===== src/rtl/ssm_pkg.sv =====
`timescale 1ns / 1ps
// ============================================================================
// ssm_pkg
// Shared constants and controller/datapath handshake types for the
// sorted stream merge.
// ============================================================================
package ssm_pkg;

    localparam int FIFO_DEPTH = 32;
    localparam int VALUE_W    = 32;
    localparam int PTR_W      = $clog2(FIFO_DEPTH);
    localparam int FILL_W     = $clog2(FIFO_DEPTH + 1);

    // controller -> datapath
    typedef struct packed {
        logic take_item;    // store the element / end mark of the input item
        logic load_ovf;     // load the overflow report into the output register
        logic load_pop;     // pop the selected head into the output register
        logic load_marker;  // load the end-of-merge marker
        logic clear_merge;  // merge finished: clear end flags and pointers
    } ssm_cmd_t;

    // datapath -> controller
    typedef struct packed {
        logic ovf;          // input item would overflow its FIFO
        logic sel_valid;    // a head may be emitted now
        logic merge_over;   // both streams ended and both FIFOs empty
        logic out_done;     // output register holds the final item of a merge
    } ssm_status_t;

endpackage


===== src/rtl/ssm_if.sv =====
`timescale 1ns / 1ps
// ============================================================================
// ssm_in_if / ssm_out_if
// Valid/ready channels carrying input items and merged result items.
// ============================================================================
interface ssm_in_if;
    logic                                 valid;
    logic                                 ready;
    logic                                 mode;
    logic                                 has_value;
    logic signed [ssm_pkg::VALUE_W-1:0]   value;
    logic                                 end_of_stream;

    modport source (output valid, output mode, output has_value, output value,
                    output end_of_stream, input ready);
    modport sink   (input valid, input mode, input has_value, input value,
                    input end_of_stream, output ready);
endinterface

interface ssm_out_if;
    logic                                 valid;
    logic                                 ready;
    logic signed [ssm_pkg::VALUE_W-1:0]   merged_value;
    logic                                 from_second;
    logic                                 status;
    logic                                 merge_done;

    modport source (output valid, output merged_value, output from_second,
                    output status, output merge_done, input ready);
    modport sink   (input valid, input merged_value, input from_second,
                    input status, input merge_done, output ready);
endinterface


===== src/rtl/ssm_ram.sv =====
`timescale 1ns / 1ps
// ============================================================================
// ssm_ram
// Generic single-write, single-read RAM with registered read data.
// ============================================================================
module ssm_ram #(
    parameter  int WIDTH = 32,
    parameter  int DEPTH = 32,
    localparam int AW    = $clog2(DEPTH)
) (
    input  logic             clk,
    input  logic             we,
    input  logic [AW-1:0]    waddr,
    input  logic [WIDTH-1:0] wdata,
    input  logic [AW-1:0]    raddr,
    output logic [WIDTH-1:0] rdata
);

    logic [WIDTH-1:0] mem [DEPTH];

    always_ff @(posedge clk)
    begin
        if (we)
        begin
            mem[waddr] <= wdata;
        end
        rdata <= mem[raddr];
    end

endmodule


===== src/rtl/ssm_datapath.sv =====
`timescale 1ns / 1ps
// ============================================================================
// ssm_datapath
// Two element FIFOs, end-of-stream flags, head compare and output register.
// ============================================================================
module ssm_datapath (
    input  logic                                clk,
    input  logic                                rst_n,
    input  ssm_pkg::ssm_cmd_t                   cmd,
    output ssm_pkg::ssm_status_t                status,
    input  logic                                mode,
    input  logic                                has_value,
    input  logic signed [ssm_pkg::VALUE_W-1:0]  value,
    input  logic                                end_of_stream,
    output logic signed [ssm_pkg::VALUE_W-1:0]  merged_value,
    output logic                                from_second,
    output logic                                status_bit,
    output logic                                merge_done
);

    localparam int PW = ssm_pkg::PTR_W;
    localparam int FW = ssm_pkg::FILL_W;
    localparam int VW = ssm_pkg::VALUE_W;

    logic [PW-1:0] f_rptr_reg, f_rptr_next, f_wptr_reg, f_wptr_next;
    logic [PW-1:0] s_rptr_reg, s_rptr_next, s_wptr_reg, s_wptr_next;
    logic [FW-1:0] f_fill_reg, f_fill_next, s_fill_reg, s_fill_next;
    logic          f_end_reg, f_end_next, s_end_reg, s_end_next;

    logic signed [VW-1:0] out_value_reg, out_value_next;
    logic                 out_second_reg, out_second_next;
    logic                 out_status_reg, out_status_next;
    logic                 out_done_reg, out_done_next;

    logic [VW-1:0]        f_head, s_head;
    logic                 f_we, s_we;
    logic                 f_full, s_full, f_empty, s_empty;
    logic                 pick_second;
    logic                 pop_f, pop_s;

    function automatic logic [PW-1:0] wrap_inc(input logic [PW-1:0] p);
        logic [PW-1:0] r;
        if (p == PW'(ssm_pkg::FIFO_DEPTH - 1))
        begin
            r = '0;
        end
        else
        begin
            r = p + PW'(1);
        end
        return r;
    endfunction

    ssm_ram #(.WIDTH(VW), .DEPTH(ssm_pkg::FIFO_DEPTH)) u_first_ram (
        .clk   (clk),
        .we    (f_we),
        .waddr (f_wptr_reg),
        .wdata (value),
        .raddr (f_rptr_reg),
        .rdata (f_head)
    );

    ssm_ram #(.WIDTH(VW), .DEPTH(ssm_pkg::FIFO_DEPTH)) u_second_ram (
        .clk   (clk),
        .we    (s_we),
        .waddr (s_wptr_reg),
        .wdata (value),
        .raddr (s_rptr_reg),
        .rdata (s_head)
    );

    assign f_full  = (f_fill_reg == FW'(ssm_pkg::FIFO_DEPTH));
    assign s_full  = (s_fill_reg == FW'(ssm_pkg::FIFO_DEPTH));
    assign f_empty = (f_fill_reg == '0);
    assign s_empty = (s_fill_reg == '0);

    assign f_we = cmd.take_item && has_value && !mode && !f_full;
    assign s_we = cmd.take_item && has_value &&  mode && !s_full;

    // Ties go to the second stream; an ended, empty stream lets the other drain.
    always_comb
    begin
        pick_second = 1'b0;
        if (!f_empty && !s_empty)
        begin
            pick_second = ($signed(f_head) >= $signed(s_head));
        end
        else if (f_empty && f_end_reg && !s_empty)
        begin
            pick_second = 1'b1;
        end
    end

    assign status.ovf        = has_value && (mode ? s_full : f_full);
    assign status.sel_valid  = (!f_empty && !s_empty)
                            || (f_empty && f_end_reg && !s_empty)
                            || (s_empty && s_end_reg && !f_empty);
    assign status.merge_over = f_end_reg && s_end_reg && f_empty && s_empty;
    assign status.out_done   = out_done_reg;

    assign pop_f = cmd.load_pop && !pick_second;
    assign pop_s = cmd.load_pop &&  pick_second;

    always_comb
    begin
        f_rptr_next     = f_rptr_reg;
        f_wptr_next     = f_wptr_reg;
        s_rptr_next     = s_rptr_reg;
        s_wptr_next     = s_wptr_reg;
        f_fill_next     = f_fill_reg;
        s_fill_next     = s_fill_reg;
        f_end_next      = f_end_reg;
        s_end_next      = s_end_reg;
        out_value_next  = out_value_reg;
        out_second_next = out_second_reg;
        out_status_next = out_status_reg;
        out_done_next   = out_done_reg;

        if (f_we)
        begin
            f_wptr_next = wrap_inc(f_wptr_reg);
            f_fill_next = f_fill_reg + FW'(1);
        end
        if (s_we)
        begin
            s_wptr_next = wrap_inc(s_wptr_reg);
            s_fill_next = s_fill_reg + FW'(1);
        end
        if (cmd.take_item && end_of_stream)
        begin
            if (mode)
            begin
                s_end_next = 1'b1;
            end
            else
            begin
                f_end_next = 1'b1;
            end
        end

        if (cmd.load_ovf)
        begin
            out_value_next  = value;
            out_second_next = mode;
            out_status_next = 1'b1;
            out_done_next   = 1'b0;
        end

        if (pop_f)
        begin
            f_rptr_next     = wrap_inc(f_rptr_reg);
            f_fill_next     = f_fill_reg - FW'(1);
            out_value_next  = f_head;
            out_second_next = 1'b0;
            out_status_next = 1'b0;
            out_done_next   = f_end_reg && s_end_reg && s_empty
                           && (f_fill_reg == FW'(1));
        end
        if (pop_s)
        begin
            s_rptr_next     = wrap_inc(s_rptr_reg);
            s_fill_next     = s_fill_reg - FW'(1);
            out_value_next  = s_head;
            out_second_next = 1'b1;
            out_status_next = 1'b0;
            out_done_next   = f_end_reg && s_end_reg && f_empty
                           && (s_fill_reg == FW'(1));
        end

        if (cmd.load_marker)
        begin
            out_value_next  = '0;
            out_second_next = 1'b0;
            out_status_next = 1'b0;
            out_done_next   = 1'b1;
        end

        if (cmd.clear_merge)
        begin
            f_end_next  = 1'b0;
            s_end_next  = 1'b0;
            f_rptr_next = '0;
            f_wptr_next = '0;
            s_rptr_next = '0;
            s_wptr_next = '0;
        end
    end

    always_ff @(posedge clk or negedge rst_n)
    begin
        if (!rst_n)
        begin
            f_rptr_reg <= '0;
            f_wptr_reg <= '0;
            s_rptr_reg <= '0;
            s_wptr_reg <= '0;
            f_fill_reg <= '0;
            s_fill_reg <= '0;
            f_end_reg  <= 1'b0;
            s_end_reg  <= 1'b0;
        end
        else
        begin
            f_rptr_reg <= f_rptr_next;
            f_wptr_reg <= f_wptr_next;
            s_rptr_reg <= s_rptr_next;
            s_wptr_reg <= s_wptr_next;
            f_fill_reg <= f_fill_next;
            s_fill_reg <= s_fill_next;
            f_end_reg  <= f_end_next;
            s_end_reg  <= s_end_next;
        end
    end

    always_ff @(posedge clk)
    begin
        out_value_reg  <= out_value_next;
        out_second_reg <= out_second_next;
        out_status_reg <= out_status_next;
        out_done_reg   <= out_done_next;
    end

    assign merged_value = out_value_reg;
    assign from_second  = out_second_reg;
    assign status_bit   = out_status_reg;
    assign merge_done   = out_done_reg;

    a_fill_bound: assert property (@(posedge clk) disable iff (!rst_n)
        (f_fill_reg <= FW'(ssm_pkg::FIFO_DEPTH)) && (s_fill_reg <= FW'(ssm_pkg::FIFO_DEPTH)))
        else $error("FIFO fill count beyond depth");

    a_pop_nonempty: assert property (@(posedge clk) disable iff (!rst_n)
        cmd.load_pop |-> (pick_second ? !s_empty : !f_empty))
        else $error("pop from an empty FIFO");

    a_clear_empty: assert property (@(posedge clk) disable iff (!rst_n)
        cmd.clear_merge |-> (f_empty && s_empty && f_end_reg && s_end_reg))
        else $error("merge closed with data left or a stream still open");

endmodule


===== src/rtl/ssm_ctrl.sv =====
`timescale 1ns / 1ps
// ============================================================================
// ssm_ctrl
// Sequencer: takes one item, then emits its results one at a time.
// ============================================================================
module ssm_ctrl (
    input  logic                 clk,
    input  logic                 rst_n,
    input  logic                 in_valid,
    output logic                 in_ready,
    output logic                 out_valid,
    input  logic                 out_ready,
    input  ssm_pkg::ssm_status_t status,
    output ssm_pkg::ssm_cmd_t    cmd
);

    typedef enum logic [3:0] {
        S_IDLE   = 4'b0001,
        S_FETCH  = 4'b0010,
        S_DECIDE = 4'b0100,
        S_EMIT   = 4'b1000
    } state_t;

    state_t state_reg, state_next;

    assign in_ready  = (state_reg == S_IDLE);
    assign out_valid = (state_reg == S_EMIT);

    always_comb
    begin
        state_next = state_reg;
        cmd        = '0;
        case (state_reg)
            S_IDLE:
            begin
                if (in_valid)
                begin
                    cmd.take_item = 1'b1;
                    if (status.ovf)
                    begin
                        cmd.load_ovf = 1'b1;
                        state_next   = S_EMIT;
                    end
                    else
                    begin
                        state_next = S_FETCH;
                    end
                end
            end
            // RAM read latency after a write
            S_FETCH:
            begin
                state_next = S_DECIDE;
            end
            S_DECIDE:
            begin
                if (status.sel_valid)
                begin
                    cmd.load_pop = 1'b1;
                    state_next   = S_EMIT;
                end
                else if (status.merge_over)
                begin
                    cmd.load_marker = 1'b1;
                    state_next      = S_EMIT;
                end
                else
                begin
                    state_next = S_IDLE;
                end
            end
            S_EMIT:
            begin
                if (out_ready)
                begin
                    if (status.out_done)
                    begin
                        cmd.clear_merge = 1'b1;
                        state_next      = S_IDLE;
                    end
                    else
                    begin
                        state_next = S_DECIDE;
                    end
                end
            end
            default:
            begin
                state_next = S_IDLE;
            end
        endcase
    end

    always_ff @(posedge clk or negedge rst_n)
    begin
        if (!rst_n)
        begin
            state_reg <= S_IDLE;
        end
        else
        begin
            state_reg <= state_next;
        end
    end

    a_one_side: assert property (@(posedge clk) disable iff (!rst_n)
        in_ready |-> !out_valid)
        else $error("input taken while a result is pending");

    a_done_closes: assert property (@(posedge clk) disable iff (!rst_n)
        (out_valid && out_ready && status.out_done) |=> in_ready)
        else $error("merge end not followed by idle");

endmodule


===== src/rtl/sorted_stream_merge.sv =====
`timescale 1ns / 1ps
// ============================================================================
// sorted_stream_merge
// Two-way merge of ascending signed streams through one FIFO per stream.
// ============================================================================
//  Channel   Dir  Fields
//  in_ch     in   mode, has_value, value[31:0], end_of_stream
//  out_ch    out  merged_value[31:0], from_second, status, merge_done
//
// One item at a time: accept, RAM fetch, then per result a head compare and
// an output register, plus a final compare to see that nothing is left.
// Without output stalls, an item that ends the merge skips that final compare;
// an item that overflows skips the fetch and reports straight from the accept.
// Rate is set by one item in flight and the registered RAM read feeding the compare.
// Reset clears pointers, fill counts and end flags at once; no clearing pass.
// A stall on out_ch holds the result and keeps in_ch.ready low.
// ============================================================================
module sorted_stream_merge (
    input  logic      clk,
    input  logic      rst_n,
    ssm_in_if.sink    in_ch,
    ssm_out_if.source out_ch
);

    ssm_pkg::ssm_cmd_t    cmd;
    ssm_pkg::ssm_status_t st;

    ssm_ctrl u_ctrl (
        .clk       (clk),
        .rst_n     (rst_n),
        .in_valid  (in_ch.valid),
        .in_ready  (in_ch.ready),
        .out_valid (out_ch.valid),
        .out_ready (out_ch.ready),
        .status    (st),
        .cmd       (cmd)
    );

    ssm_datapath u_datapath (
        .clk           (clk),
        .rst_n         (rst_n),
        .cmd           (cmd),
        .status        (st),
        .mode          (in_ch.mode),
        .has_value     (in_ch.has_value),
        .value         (in_ch.value),
        .end_of_stream (in_ch.end_of_stream),
        .merged_value  (out_ch.merged_value),
        .from_second   (out_ch.from_second),
        .status_bit    (out_ch.status),
        .merge_done    (out_ch.merge_done)
    );

endmodule

===== src/flat_wrapper.sv =====
// flat-port wrapper written by rule: the top's interface ports become plain ports
module sorted_stream_merge_flat 
  (clk, rst_n, in_ch_valid, in_ch_mode, in_ch_has_value, in_ch_value, in_ch_end_of_stream, in_ch_ready, out_ch_valid, out_ch_merged_value, out_ch_from_second, out_ch_status, out_ch_merge_done, out_ch_ready);
  ssm_in_if in_ch_i ();
  ssm_out_if out_ch_i ();
  input  logic clk;
  input  logic rst_n;
  input wire logic [$bits(in_ch_i.valid)-1:0] in_ch_valid;
  input wire logic [$bits(in_ch_i.mode)-1:0] in_ch_mode;
  input wire logic [$bits(in_ch_i.has_value)-1:0] in_ch_has_value;
  input wire logic [$bits(in_ch_i.value)-1:0] in_ch_value;
  input wire logic [$bits(in_ch_i.end_of_stream)-1:0] in_ch_end_of_stream;
  output wire logic [$bits(in_ch_i.ready)-1:0] in_ch_ready;
  output wire logic [$bits(out_ch_i.valid)-1:0] out_ch_valid;
  output wire logic [$bits(out_ch_i.merged_value)-1:0] out_ch_merged_value;
  output wire logic [$bits(out_ch_i.from_second)-1:0] out_ch_from_second;
  output wire logic [$bits(out_ch_i.status)-1:0] out_ch_status;
  output wire logic [$bits(out_ch_i.merge_done)-1:0] out_ch_merge_done;
  input wire logic [$bits(out_ch_i.ready)-1:0] out_ch_ready;
  assign in_ch_i.valid = in_ch_valid;
  assign in_ch_i.mode = in_ch_mode;
  assign in_ch_i.has_value = in_ch_has_value;
  assign in_ch_i.value = in_ch_value;
  assign in_ch_i.end_of_stream = in_ch_end_of_stream;
  assign in_ch_ready = in_ch_i.ready;
  assign out_ch_valid = out_ch_i.valid;
  assign out_ch_merged_value = out_ch_i.merged_value;
  assign out_ch_from_second = out_ch_i.from_second;
  assign out_ch_status = out_ch_i.status;
  assign out_ch_merge_done = out_ch_i.merge_done;
  assign out_ch_i.ready = out_ch_ready;
  sorted_stream_merge u_core (.clk(clk), .rst_n(rst_n), .in_ch(in_ch_i), .out_ch(out_ch_i));
endmodule

===== config.mk =====
export PLATFORM = sky130hd
export DESIGN_NAME = sorted_stream_merge_flat
export DESIGN_NICKNAME = d
export VERILOG_FILES = /design/src/rtl/ssm_pkg.sv /design/src/rtl/ssm_if.sv /design/src/rtl/ssm_ram.sv /design/src/rtl/ssm_datapath.sv /design/src/rtl/ssm_ctrl.sv /design/src/rtl/sorted_stream_merge.sv /design/src/flat_wrapper.sv
export SDC_FILE = /design/constraint.sdc
export NUM_CORES = 2
export LEC_CHECK = 0
export BUFFER_PORTS_ARGS = -buffer_cell sky130_fd_sc_hd__buf_2
export CORE_ASPECT_RATIO = 1.4
export CORE_MARGIN = 5
export CORE_UTILIZATION = 40
export CTS_BUF_LIST = sky130_fd_sc_hd__clkbuf_16
export CTS_CLUSTER_DIAMETER = 30
export DETAILED_ROUTE_END_ITERATION = 10
export PLACE_DENSITY_LB_ADDON = 0.2
export SLEW_MARGIN = 0
export SYNTH_ARGS = -nofsm -noshare
export SYNTH_HDL_FRONTEND = slang
export SYNTH_SLANG_ARGS = --single-unit

===== constraint.sdc =====
create_clock -name clk -period 4.05 [get_ports clk]
set_input_delay 0.405 -clock clk [delete_from_list [all_inputs] [get_ports clk]]
set_output_delay 0.405 -clock clk [all_outputs]
set_load 0.005 [all_outputs]

==> summary.md <==
| Metric | Value |
|---|---|
| Vias | `40.5k` |
| Worst IR drop on VDD | `0.652 mV` |
| Gate power share | `19.9%` |
| Cell family contributing the most delay on the critical path | `simple AND/OR/NAND/NOR gates` |
| Max Cap Violations | `0` |
| Met2 track demand over resource in global routing | `36.0%` |
| Syn nets | `3,786` |
| Reg-to-reg slack, setup | `620 ps` |
| Clock Tree Root | `sky130_fd_sc_hd__clkbuf_16` |
| Share of flip-flops with an asynchronous set or reset | `1.74%` |
| Sequential cell area | `64,500 um2` |
| Minimum clock period after layout | `3430 ps` |
| Design Power | `70,500 uW` |
| Startpoint of the most critical register-to-register path | `u_core.u_ctrl.state_reg[0]$_DFFE_PN1P_` |
| Global-route track usage on met3 | `3.37%` |
| Final Setup Violations | `0` |
| Tightest Hold Check Type | `in -> reg` |
| Yosys warns | `0` |
| Number of cells on the worst reg-to-reg path | `6` |
| Post-DP HPWL | `131 mm` |
| Fraction of power consumed by the clock network | `41.8%` |
| Tightest Pin Transition | `1380 ps` |
| Port Buffers | `75` |
| Fmax | `0.292 GHz` |
| Fill count | `16.8k` |
| Post-route fraction of the period consumed by the critical path | `84.6%` |
| Layout cells sized above 1 | `38.1%` |
| DRC Markers | `0` |
| Number of sinks handled by clock tree synthesis | `2,185` |
| Worst R2R End | `u_core.u_datapath.u_second_ram.mem[14][22]$_DFFE_PP_` |
| Most instantiated cells after synthesis | `sky130_fd_sc_hd__edfxtp_1 (2,048), sky130_fd_sc_hd__mux4_2 (640), sky130_fd_sc_hd__nand2_1 (164)` |
| Leak Pwr | `0.0329 uW` |
| Part of the Yosys area used for sequential elements | `76.8%` |
| Post-Place Cell Area | `89,900 um2` |
| DR WL/cell | `31.2 um` |
| Die outline width | `397 um` |
| Number of logic stages on the critical path including buffering | `6` |
| Drt first pass iters | `7` |
| Yosys reg bits | `2,185` |
| Via count of the first global-routing pass | `42.1k` |
| Top cell type's share of synthesized area | `73.3%` |
| Most common cell in the netlist | `sky130_fd_sc_hd__edfxtp_1` |
| Final count of pins violating max slew | `0` |
| Area taken by multi-input logic gates | `19,000 um2` |
| Number of enable flip-flop cells after synthesis | `2,048` |
| Number of setup buffers added after CTS | `0` |
| Final number of hold-violating endpoints | `0` |
| Worst clock skew | `69.6 ps` |
| Dpl cells | `6,601` |
| Most used routing layer in global routing | `met2` |
| Synthesized area per cell | `22.7 um2` |
| Worst Path Class, Setup | `reg -> reg` |
| Maximum net fanout on the critical path | `18` |
| Initial drt markers | `3,672` |
| Effective utilization at floorplan | `40.1%` |
| Longest individual stage delay on the worst path | `580 ps` |
| Largest net degree at the start of global routing | `66` |
| Worst-case headroom to the max-slew limit | `8.31%` |
| Worst Path Buf+Inv | `1` |
| Non-Filler Instances | `7,240` |
| Number of H-tree levels | `5` |
| End point of the critical path | `u_core.u_datapath.u_second_ram.mem[14][22]$_DFFE_PP_` |
| Switching Power | `19,500 uW` |
| Leading area contributor after synthesis | `sky130_fd_sc_hd__edfxtp_1` |
| Global-route wire length before repair | `318 mm` |
| Most area-consuming cells after synthesis | `sky130_fd_sc_hd__edfxtp_1 (73%), sky130_fd_sc_hd__mux4_2 (17%), sky130_fd_sc_hd__dfxtp_1 (2.4%)` |
| Vias per inst | `5.60` |
| Data required time at the worst endpoint | `4540 ps` |
| Area inside the core boundary | `209,000 um2` |
| Sequential fraction of design power | `38.4%` |
| Number of cells produced by synthesis | `3,695` |
| Cell variety after synth | `69` |
| Final TNS setup | `0 ps` |
| Launch point of the worst path | `u_core.u_ctrl.state_reg[0]$_DFFE_PN1P_` |
| Area added between synthesis and finish | `21.2%` |
| Slowest stage cell on the critical path | `sky130_fd_sc_hd__dfstp_2` |
| Crit end category | `flip-flop` |
| Clock transition at the registers of the reported paths | `50 ps` |
| Unrepaired setup endpoints after global routing | `false` |
| Number of CTS-inserted buffers | `344` |
| Routability-driven placement congestion ratio | `0.813` |
| Clock latency on the worst-skew pair | `850 ps` |
| Startpoint kind of the worst setup timing path | `flip-flop` |
| Arrival time of the worst setup path | `3910 ps` |
| Height of the die | `552 um` |
| Fin nets | `4,231` |
| Pint | `51,100 uW` |
| Final std cell area, no fill | `102,000 um2` |
| Number of nets with antenna violations after detailed routing | `0` |
| Predominant post-synthesis flop cell | `sky130_fd_sc_hd__edfxtp_1` |
| TritonCTS clock tree | `yes` |
| GRT Util Overall | `20.5%` |
| Met1 Track Usage GR | `26.4%` |
| Sw frac | `27.6%` |
| Pwr per Cell Area | `693 nW/um2` |
| FP Rows | `199` |
| Run status | `completed` |
| Mapped cell area | `83,900 um2` |
| DIE AREA | `219,000 um2` |
| Resized cells post-CTS | `0` |
| Cells along the critical path | `nor4b_2 -> and2_1 -> and3_1 -> nand2_1 -> nor2_4 -> buf_12` |
| Final WL | `226 mm` |
| I/O pin count | `76` |
| Registers with the most flip-flops | `u_core.u_datapath.u_first_ram.mem (1024), u_core.u_datapath.u_second_ram.mem (1024)` |
| Initial antenna violation count | `29` |
| Maximum root-to-sink buffer count | `4` |
| Residual overflow from global routing | `0` |
-- placed cells by master (no fill, tap or decap), drive strengths merged, types with 35 or more instances in the layout --
cell type	count
a21oi	37
a31o	35
a31oi	42
buf	288
bufinv	41
clkbuf	351
clkinv	109
clkinvlp	38
dfrtp	37
dfxtp	99
edfxtp	2048
ha	52
inv	129
mux2	64
mux4	640
nand2	165
nor2	88
-- per-stage QoR --
stage	worst slack, ps	util [%]	hold WS [ps]
3_3_place_gp	739	42.9	457
3_5_place_dp	705	42.9	463
6_report	623	48.6	90.8
2_1_floorplan	341	-	109
4_1_cts	654	48.6	36.5
5_1_grt	472	48.6	86.4
-- metal layers --
| metal | part of all wire, % | routed length, um |
|---|---|---|
| met5 | 0.019 | 42 |
| met4 | 2.9 | 6600 |
| met3 | 5.4 | 12200 |
| met2 | 52 | 118000 |
| met1 | 39 | 88900 |
-- logic make-up after synthesis --
kind of cell / Yosys count / share of synthesized area (%)
DFF: 2185 / 76.8
AOI/OAI and AO/OA: 164 / 1.36
xor gates and xnor gates: 11 / 0.124
buffers and inverters: 240 / 1.14
and+or+nand+nor: 339 / 1.80
adders and majority gates: 52 / 0.775
muxes: 704 / 18.0
-- power groups by stage --
stage                     clock network (uW)  registers, uW  logic (uW)
after floorplan                            0          26300       10000
after global placement                     0          27500       14300
after detailed placement                   0          27500       14300
after CTS                              30000          27000       14400
after global routing                   31100          27100       15100
final                                  29500          27100       14000
-- final cells by class --
type	count	area share, %
Multi-Input combinational cell	1270	18.7
Timing Repair Buffer	295	2.76
Clock buffer	351	8.63
Clock inverter	273	2.90
Inverter	44	0.162
Antenna cell	8	0.0197
Tap cell	2814	3.46
Sequential cell	2185	63.4
-- repair_timing --
item,4_1_cts,5_1_grt
endpoints found under the setup margin,0,0
endpoints found under the hold margin,44,0
hold buffers,7,0
-- how the worst min path moves through the flow --
stage                                                     start                                              endpoint  cells after the start  slack [ps]
2_1_floorplan                                             rst_n                u_core.u_ctrl.state_reg[1]$_DFFE_PN0P_                      0         110
3_3_place_gp   u_core.u_datapath.u_second_ram.rdata[21]$_DFF_P_       u_core.u_datapath.merged_value[21]$_SDFFE_PP0P_                      2         460
3_5_place_dp   u_core.u_datapath.u_second_ram.rdata[10]$_DFF_P_       u_core.u_datapath.merged_value[10]$_SDFFE_PP0P_                      2         460
4_1_cts                                         in_ch_value[17]  u_core.u_datapath.u_second_ram.mem[19][17]$_DFFE_PP_                      1          40
5_1_grt                                          in_ch_value[3]     u_core.u_datapath.u_first_ram.mem[2][3]$_DFFE_PP_                      1          90
6_report                                        in_ch_value[17]  u_core.u_datapath.u_second_ram.mem[19][17]$_DFFE_PP_                      1          90
Power figures use the tool's default switching activity.
